**config.mk**
```make
export PLATFORM = sky130hd
export DESIGN_NAME = bjfk_dsu
export DESIGN_NICKNAME = d
export VERILOG_FILES = /design/src/rtl/bjfk_pkg.sv /design/src/rtl/bjfk_dsu.sv
export SDC_FILE = /design/constraint.sdc
export NUM_CORES = 1
export LEC_CHECK = 0
export BUFFER_PORTS_ARGS = -buffer_cell sky130_fd_sc_hd__buf_4
export CAP_MARGIN = 20
export CORE_UTILIZATION = 55
export DETAILED_ROUTE_END_ITERATION = 6
export HOLD_SLACK_MARGIN = 0.1
export PLACE_DENSITY = 0.76
export SYNTH_ARGS = -nofsm -noshare
export SYNTH_HDL_FRONTEND = slang
export SYNTH_SLANG_ARGS = --single-unit
```
**constraint.sdc**
```tcl
create_clock -name i_clk -period 5.25 [get_ports i_clk]
set_clock_uncertainty 0.1 [all_clocks]
set_input_delay 0.7875 -clock i_clk [delete_from_list [all_inputs] [get_ports i_clk]]
set_output_delay 0.7875 -clock i_clk [all_outputs]
set_load 0.05 [all_outputs]
```
**src/rtl/bjfk_pkg.sv**
```systemverilog
// ----------------------------------------------------------------------------
// bjfk_pkg
// shared constants, types and arithmetic helpers for the ball joint forward
// kinematics block
// ----------------------------------------------------------------------------
package bjfk_pkg;

    // angle units: 2^-15 degree
    localparam int HALF_TURN_DEG = 180;
    localparam int DEG_UNIT      = 32768;

    localparam logic [23:0] HALF_TURN    = 24'(HALF_TURN_DEG * DEG_UNIT);
    localparam logic [23:0] QUARTER_TURN = 24'(HALF_TURN_DEG / 2 * DEG_UNIT);
    localparam logic [23:0] EIGHTH_TURN  = 24'(HALF_TURN_DEG / 4 * DEG_UNIT);

    localparam logic [30:0] ONE_Q30 = 31'h4000_0000;
    localparam logic [32:0] PI_Q30  = 33'd3373259426;

    // divide / square root unit sizes
    localparam int DSU_DW        = 54;
    localparam int DSU_QW        = 31;
    localparam int DSU_VW        = 24;
    localparam int DSU_RW        = 26;
    localparam int DIV_STEPS     = 31;
    localparam int SQRT_STEPS    = 24;

    typedef struct packed {
        logic start;
        logic sqrt;
    } t_dsu_ctl;

    typedef struct packed {
        logic done;
    } t_dsu_sts;

    // q2.30 product rounding, ties away from zero
    function automatic logic signed [35:0] f_rnd30(input logic signed [67:0] p);
        logic [67:0] t;
        t = p + 68'd536870912 - {67'b0, p[67]};
        return t[65:30];
    endfunction

    // q10.38 to q16.16 rounding, ties away from zero
    function automatic logic signed [35:0] f_rnd22(input logic signed [67:0] p);
        logic [67:0] t;
        t = p + 68'd2097152 - {67'b0, p[67]};
        return t[57:22];
    endfunction

    // saturate to 32-bit signed
    function automatic logic signed [31:0] f_sat32(input logic signed [35:0] v);
        logic signed [31:0] r;
        if (v > 36'sd2147483647) begin
            r = 32'sh7fff_ffff;
        end else if (v < -36'sd2147483648) begin
            r = 32'sh8000_0000;
        end else begin
            r = v[31:0];
        end
        return r;
    endfunction

    // taylor factorial factors, sine then cosine series
    function automatic logic [7:0] f_fac(input logic is_cos, input logic [2:0] k);
        logic [7:0] r;
        unique case ({is_cos, k})
            4'b0_001: r = 8'd6;
            4'b0_010: r = 8'd20;
            4'b0_011: r = 8'd42;
            4'b0_100: r = 8'd72;
            4'b0_101: r = 8'd110;
            4'b1_001: r = 8'd2;
            4'b1_010: r = 8'd12;
            4'b1_011: r = 8'd30;
            4'b1_100: r = 8'd56;
            4'b1_101: r = 8'd90;
            4'b1_110: r = 8'd132;
            default:  r = 8'd1;
        endcase
        return r;
    endfunction

    // cross product matrix entry of the unit axis
    function automatic logic signed [31:0] f_kent(
        input logic [1:0]        row,
        input logic [1:0]        col,
        input logic signed [31:0] u0,
        input logic signed [31:0] u1,
        input logic signed [31:0] u2
    );
        logic signed [31:0] r;
        unique case ({row, col})
            4'b00_01: r = -u2;
            4'b00_10: r = u1;
            4'b01_00: r = u2;
            4'b01_10: r = -u0;
            4'b10_00: r = -u1;
            4'b10_01: r = u0;
            default:  r = '0;
        endcase
        return r;
    endfunction

endpackage

```
**src/rtl/bjfk_dsu.sv**
```systemverilog
// ----------------------------------------------------------------------------
// bjfk_dsu
// iterative restoring divider and integer square root, one bit per cycle
// ----------------------------------------------------------------------------
module bjfk_dsu import bjfk_pkg::*; (
    input  logic                i_clk,
    input  logic                i_rst_n,
    input  t_dsu_ctl            i_ctl,
    input  logic [DSU_DW-1:0]   i_dividend,
    input  logic [DSU_VW-1:0]   i_divisor,
    output t_dsu_sts            o_sts,
    output logic [DSU_QW-1:0]   o_res
);

    logic                r_busy;
    logic                r_sqrt;
    logic                r_done;
    logic [4:0]          r_cnt;
    logic [DSU_RW-1:0]   r_rem;
    logic [DSU_DW-1:0]   r_lo;
    logic [DSU_QW-1:0]   r_q;
    logic [DSU_VW-1:0]   r_dvs;

    logic [DSU_RW-1:0]   w_td;
    logic                w_dge;
    logic [DSU_RW+1:0]   w_ts;
    logic [DSU_RW+1:0]   w_trial;
    logic                w_sge;

    // divide: shift one dividend bit in; sqrt: two radicand bits against 4*root+1
    assign w_td    = {r_rem[DSU_RW-2:0], r_lo[DSU_DW-1]};
    assign w_dge   = w_td >= {2'b0, r_dvs};
    assign w_ts    = {r_rem, r_lo[DSU_DW-1 -: 2]};
    assign w_trial = {2'b0, r_q[DSU_VW-1:0], 2'b01};
    assign w_sge   = w_ts >= w_trial;

    // step sequencer
    always_ff @(posedge i_clk) begin
        if (!i_rst_n) begin
            r_busy <= 1'b0;
            r_done <= 1'b0;
            r_cnt  <= '0;
        end else begin
            r_done <= 1'b0;
            if (i_ctl.start) begin
                r_busy <= 1'b1;
                r_sqrt <= i_ctl.sqrt;
                r_dvs  <= i_divisor;
                r_q    <= '0;
                if (i_ctl.sqrt) begin
                    r_cnt <= 5'(SQRT_STEPS - 1);
                    r_rem <= '0;
                    r_lo  <= i_dividend;
                end else begin
                    r_cnt <= 5'(DIV_STEPS - 1);
                    r_rem <= DSU_RW'(i_dividend[DSU_DW-1:DIV_STEPS]);
                    r_lo  <= {i_dividend[DIV_STEPS-1:0], (DSU_DW - DIV_STEPS)'(0)};
                end
            end else if (r_busy) begin
                if (r_sqrt) begin
                    if (w_sge) begin
                        r_rem <= DSU_RW'(w_ts - w_trial);
                        r_q   <= {r_q[DSU_QW-2:0], 1'b1};
                    end else begin
                        r_rem <= w_ts[DSU_RW-1:0];
                        r_q   <= {r_q[DSU_QW-2:0], 1'b0};
                    end
                    r_lo <= {r_lo[DSU_DW-3:0], 2'b00};
                end else begin
                    if (w_dge) begin
                        r_rem <= w_td - {2'b0, r_dvs};
                        r_q   <= {r_q[DSU_QW-2:0], 1'b1};
                    end else begin
                        r_rem <= w_td;
                        r_q   <= {r_q[DSU_QW-2:0], 1'b0};
                    end
                    r_lo <= {r_lo[DSU_DW-2:0], 1'b0};
                end
                r_cnt <= r_cnt - 5'd1;
                if (r_cnt == 5'd0) begin
                    r_busy <= 1'b0;
                    r_done <= 1'b1;
                end
            end
        end
    end

    assign o_sts.done = r_done;
    assign o_res      = r_q;

endmodule

```
==> reports/metrics.yaml, run 1 <==
floorplan:
  rows: 47
  die_height_um: 134
  dieArea_um2: 18000
  initial_core_util: 0.571
  io_pins: 114
  die_w_um: 134
  coreArea_um2: 16800
finish:
  fin_nets: 1173
  drive_gt1_frac: 0.167
  insertedDiodeCount: 0
  nFillCells: 1374
  fin_cells: 1271
  area_growth_pct: 17.3
sta:
  hold_viol_final: 0
  finalSetupViolCount: 0
  min_period_ps: 3940
  fin_crit_sh: 0.751
  tightest_slew_ps: 1060
  timing.slew.headroom: 0.296
  clock.fmax_mhz: 254
  report.final.slew_viol_count: 0
  fin_setup_tns_ps: 0
  rsz0062_at_grt: "no"
synthesis:
  yosysTopAreaCell: "edfxtp_1"
  ys_seq_area_frac: 0.440
  syn_nets: 1088
  synth-edff-count: 136
  synth_area_um2: 9610
  synthCells: 953
  postSynth.topFlopCell: "edfxtp_1"
  ys_seq_elements: 143
  synth_warnings: 0
  async_flop_share: 0
  synth_cell_type_count: 73
  yosys-top-cells-area: "edfxtp_1 (43%), ha_1 (6.8%), a221o_1 (3.6%)"
  synth_top_cell_area_share: 0.425
  avgSynthCellArea_um2: 10.1
clock_network:
  cts-htree-levels: 4
  cts.sinks: 143
  tritoncts: "yes"
  clockRootBuffer: "clkbuf_16"
  clk_pin_slew_worst_paths_ps: 70
  cts_buffers: 17
  post_cts_resized: 0
  clk_path_buf_depth: 2
  postCtsSetupRepairBufs: 0
  hold_buffers: 0
  insertion_delay_ps: 430
drt:
  drcViolationCount: 0
  drt_pass1_iterations: 6
  wirelength_um: 26000
  drtAntennaViolNets: 0
  via_per_inst: 6.47
  drt-initial-drc-count: 1076
  avgRoutedWirePerCell_um: 20.5
  vias: 8222
grt:
  grt-ovfl-total: 0
  track_usage: 0.299
  grt_pass1_vias: 7442
  grt_max_degree: 74
  antenna_found_initial: 0
  grt_pass1_wl_um: 41100
setup_path:
  worstSetupStartpointType: "flip-flop"
  cp.required_ps: 5320
  criticalPathCategory: "reg2reg"
  cp_max_fo: 15
  cp_data_arrival_time_ps: 4010
  cp-end-kind: "flip-flop"
flow_run:
  max_cap_viol_count: 0
placed_design:
  portBuffers: 113
  dp.cells: 1239
  globalplace.congestion: 0.957
  dp_hpwl_um: 19000
power:
  power_density_nw_per_um2: 351
  peakVddDrop_mv: 0.259
  p_leak_uw: 0.00468
run_status:
  status: "completed"
min_path:
  min-delay-path-class: "in2reg"
-- routing by layer --
metal  wire length (µm)  vias to the layer above  track usage
li1                   -                     3847            -
met3               2540                       50       0.0642
met5                  0                        -            0
met1              11500                     3895        0.447
met2              11200                      430        0.425
met4                805                        0        0.104
-- final timing paths --
kind                 startpoint        end  slack [ps]  cells past startpoint
setup reg to reg      r_rem[21]  r_rem[19]        1310                      9
hold / removal    i_divisor[15]  r_dvs[15]         420                      1
hold reg to reg       o_res[24]  o_res[25]         480                      1
setup / recovery      r_rem[21]  r_rem[19]        1310                      9
-- cells in the mapped netlist, types with 17 or more instances --
master,count
clkbuf_1,42
edfxtp_1,136
a221o_1,35
nand2_1,64
xnor2_1,25
nor2_1,66
nand3_1,20
nor3_1,17
inv_1,67
ha_1,52
a21o_1,25
o21ai_0,47
mux2i_1,33
o21a_1,17
a22o_1,35
a21oi_1,62
-- state kept, by name, indices dropped and copies added (netlist names) --
signal and flops:
o_res 31, r_lo 54, r_rem 26, o_sts 1
r_busy 1, r_cnt 5, r_sqrt 1, r_dvs 24
-- cells in the final DEF (no fill, tap or decap), types with 20 or more instances in the layout --
cell type,netlist,final
a22o_1,35,35
edfxtp_1,136,136
mux2i_1,33,33
inv_1,67,67
nor2_1,66,64
xnor2_1,25,25
buf_4,0,122
o21ai_0,47,47
nand3_1,20,20
a21o_1,25,25
a221o_1,35,35
a21oi_1,62,62
ha_1,52,52
nand2_1,64,64
-- final cells by class --
| cell class | count | area [µm²] | area share |
|---|---|---|---|
| clock buffer | 17 | 425 | 0.0377 |
| inverter | 67 | 251 | 0.0223 |
| clock inverter | 15 | 233 | 0.0207 |
| tap | 220 | 275 | 0.0244 |
| sequential | 143 | 4220 | 0.375 |
| timing repair buffer | 123 | 936 | 0.0830 |
| multi-input combinational | 686 | 4920 | 0.437 |
-- through the flow --
step | cell area, µm² | util | worst slack [ps] | power, µW | hold WS, ps
after CTS | 11300 | 0.670 | 1380 | 3940 | 420
final | 11300 | 0.670 | 1310 | 3960 | 424
after detailed placement | 10600 | 0.631 | 1380 | 2580 | 461
after global placement | 10600 | 0.631 | 1440 | 2560 | 444
after floorplan | 9610 | - | 834 | 2270 | 415
after global routing | 11300 | 0.670 | 1200 | 4110 | 420
-- report_power, final --
part	switching [µW]	internal, µW	leakage [µW]
clock network	516	851	0.000312
registers	77.2	1370	0.00137
logic	682	460	0.00299
-- worst max-delay path: stages, from the launching register on --
cell       delay [ps]
edfxtp_1          470
ha_1              470
and4_1            280
and4_1            280
o2111ai_1         140
a41oi_1           340
or2_1             630
nor2_1            270
a22o_1            240
or4_1             460
-- cell families (layout without fill, tap and decap cells) --
group | count (synthesis) | count (layout) | share of synthesized area
AOI/OAI and AO/OA | 321 | 321 | 0.247
and+or+nand+nor | 239 | 239 | 0.122
DFF | 143 | 143 | 0.440
buffers and inverters | 124 | 222 | 0.0498
adders and majority gates | 53 | 53 | 0.0698
xor gates and xnor gates | 37 | 37 | 0.0337
muxes | 36 | 36 | 0.0379
Power figures use the tool's default switching activity.
==> run 2: changes to the inputs <==
--- a/config.mk
+++ b/config.mk
@@ -7,10 +7,10 @@
 export LEC_CHECK = 0
 export BUFFER_PORTS_ARGS = -buffer_cell sky130_fd_sc_hd__buf_4
 export CAP_MARGIN = 20
-export CORE_UTILIZATION = 55
+export CORE_UTILIZATION = 54
 export DETAILED_ROUTE_END_ITERATION = 6
 export HOLD_SLACK_MARGIN = 0.1
-export PLACE_DENSITY = 0.76
+export PLACE_DENSITY = 0.78
 export SYNTH_ARGS = -nofsm -noshare
 export SYNTH_HDL_FRONTEND = slang
 export SYNTH_SLANG_ARGS = --single-unit
==> constraint.sdc (replaced) <==
create_clock -name i_clk -period 3.5 [get_ports i_clk]
set_clock_uncertainty 0.1 [all_clocks]
set_input_delay 0.525 -clock i_clk [delete_from_list [all_inputs] [get_ports i_clk]]
set_output_delay 0.525 -clock i_clk [all_outputs]
set_load 0.05 [all_outputs]
==> run 2 against run 1 <==
Net effect:
- global-route usage hardly changed
- non-clock buffer count rose by 37
- first-iteration DRC count is 14% lower
- combinational power increased by 59%
- flip-flop and latch count did not move
- core utilization decreased by 1.1 points
- wire length rose by 2.0%
- die area up 1.8%
- clock power up 24%
- sequential power rose by 50%
- power is 44% higher
==> reports/metrics.yaml, run 2 (synthesis results as in run 1) <==
placed_design:
  dp.cells: 1280
  post-place-ws_ps: 74.8
  postPlaceCellArea_um2: 10900
  portBuffers: 113
  dp_hpwl_um: 19600
  globalplace.congestion: 0.992
setup_path:
  cp_max_fo: 6
  cp_cell_sequence: "inv_1 -> ha_2 -> fa_2 -> nor2b_4 -> o31a_1 -> o31a_1 -> or2_1 -> a311o_2 -> o211ai_1 -> a21oi_1 -> or4_1"
  max_stage_delay_ps: 500
  cp.buffers_inverters: 1
  crit_family: "compound AO/OA/AOI/OAI gates"
  cp.required_ps: 3570
  criticalPathCategory: "reg2reg"
  r2r_setup_slack_ps: 80
  worstSetupStartpointType: "flip-flop"
  slowest_stage: "or4_1"
  cp-end-kind: "flip-flop"
  cp_common_cell: "o31a_1"
  cp_data_arrival_time_ps: 3490
clock_network:
  hold_buffers: 0
  cts_buffers: 17
  insertion_delay_ps: 430
  cts.sinks: 143
  clk_path_buf_depth: 2
  cts-htree-levels: 4
  clockRootBuffer: "clkbuf_16"
  clk_pin_slew_worst_paths_ps: 60
  tritoncts: "yes"
power:
  comb_power_share: 0.318
  p_int_uw: 3770
  swShare: 0.336
  power_frac_seq: 0.383
  netSwitchingPower_uw: 1910
  power_density_nw_per_um2: 497
  peakVddDrop_mv: 0.391
  clkPwrFrac: 0.299
  p_leak_uw: 0.00482
  power_uw: 5680
sta:
  hold_ws_ps: 171
  hold_viol_final: 0
  timing.slew.headroom: 0.320
  tightest_slew_ps: 1020
  report.final.slew_viol_count: 0
  min_period_ps: 3420
  fin_ws_ps: 79.1
  clock.fmax_mhz: 292
  finalSetupViolCount: 0
  fin_crit_sh: 0.977
drt:
  via_per_inst: 6.32
  drcViolationCount: 0
  avgRoutedWirePerCell_um: 20.2
  vias: 8295
  drt_pass1_iterations: 5
  drt-initial-drc-count: 930
  wirelength_um: 26600
  drtAntennaViolNets: 0
grt:
  grt-ovfl-total: 0
  grt_pass1_vias: 7642
  track_usage: 0.299
  antenna_found_initial: 0
  grt_max_degree: 89
  grt_pass1_wl_um: 41400
floorplan:
  coreArea_um2: 17400
  die_w_um: 135
  dieArea_um2: 18300
  die_height_um: 135
  initial_core_util: 0.553
  rows: 48
  io_pins: 114
finish:
  layout_commonest_cell: "buf_4"
  finalInstanceArea_um2: 11400
  insertedDiodeCount: 0
  fin_cells: 1313
  fin_nets: 1210
  drive_gt1_frac: 0.197
  most-common-layout-cells: "buf_4 (159), edfxtp_1 (136), inv_1 (67)"
  largest_register: "r_lo"
  area_growth_pct: 19.1
  largest_register_ffs: 54
run_status:
  status: "completed"
min_path:
  min-delay-path-class: "in2reg"
flow_run:
  max_cap_viol_count: 0
run 2: cell count changes in the layout (fill, tap and decap cells not counted), moves of 2 or more:
| cell | change |
|---|---|
| buf_4 | +37 |
| bufinv_16 | -5 |
| inv_4 | +4 |
| clkinv_2 | +3 |
| clkinvlp_4 | -3 |
| clkbuf_1 | +2 |
| inv_6 | -2 |
run 2: worst paths after layout:
check                              startpoint         to  depth (start not counted)
worst min register to register      o_res[24]  o_res[25]                          1
worst max-delay path                 r_lo[53]  r_rem[19]                         11
worst max register to register       r_lo[53]  r_rem[19]                         11
worst min-delay path            i_divisor[20]  r_dvs[20]                          1
run 2: stage by stage:
stage	util	TNS [ps]
after floorplan	-	0
after global placement	0.627	0
after detailed placement	0.627	0
after CTS	0.658	0
after global routing	0.659	-33.1
final	0.659	0
run 2: repair_timing:
| action | 4_1_cts | 5_1_grt |
|---|---|---|
| setup endpoints to repair | 0 | 8 |
| resized for setup | 0 | 4 |
| buffers inserted | 0 | 1 |
run 2: layout make-up:
type / count / area [µm²]
Timing Repair Buffer: 160 / 1210
Inverter: 67 / 251
Sequential cell: 143 / 4220
Multi-Input combinational cell: 686 / 4930
Fill cell: 1397 / 5910
Clock inverter: 12 / 82.6
Tap cell: 225 / 282
Clock buffer: 20 / 458
run 2: metal layers:
metal	global-route usage	routed length, µm	share of wire	vias up
li1	-	-	-	3915
met5	0	0	0	-
met3	0.0561	2410	0.091	43
met4	0.115	708	0.027	0
met1	0.433	11800	0.44	3914
met2	0.440	11600	0.44	423
run 2: power by group through the flow:
stage / Clock, µW / Combinational (µW) / Sequential (µW)
2_1_floorplan: 0 / 1160 / 2240
6_report: 1700 / 1810 / 2180
5_1_grt: 1770 / 1960 / 2190
4_1_cts: 1720 / 1770 / 2170
3_5_place_dp: 0 / 1750 / 2210
3_3_place_gp: 0 / 1740 / 2200
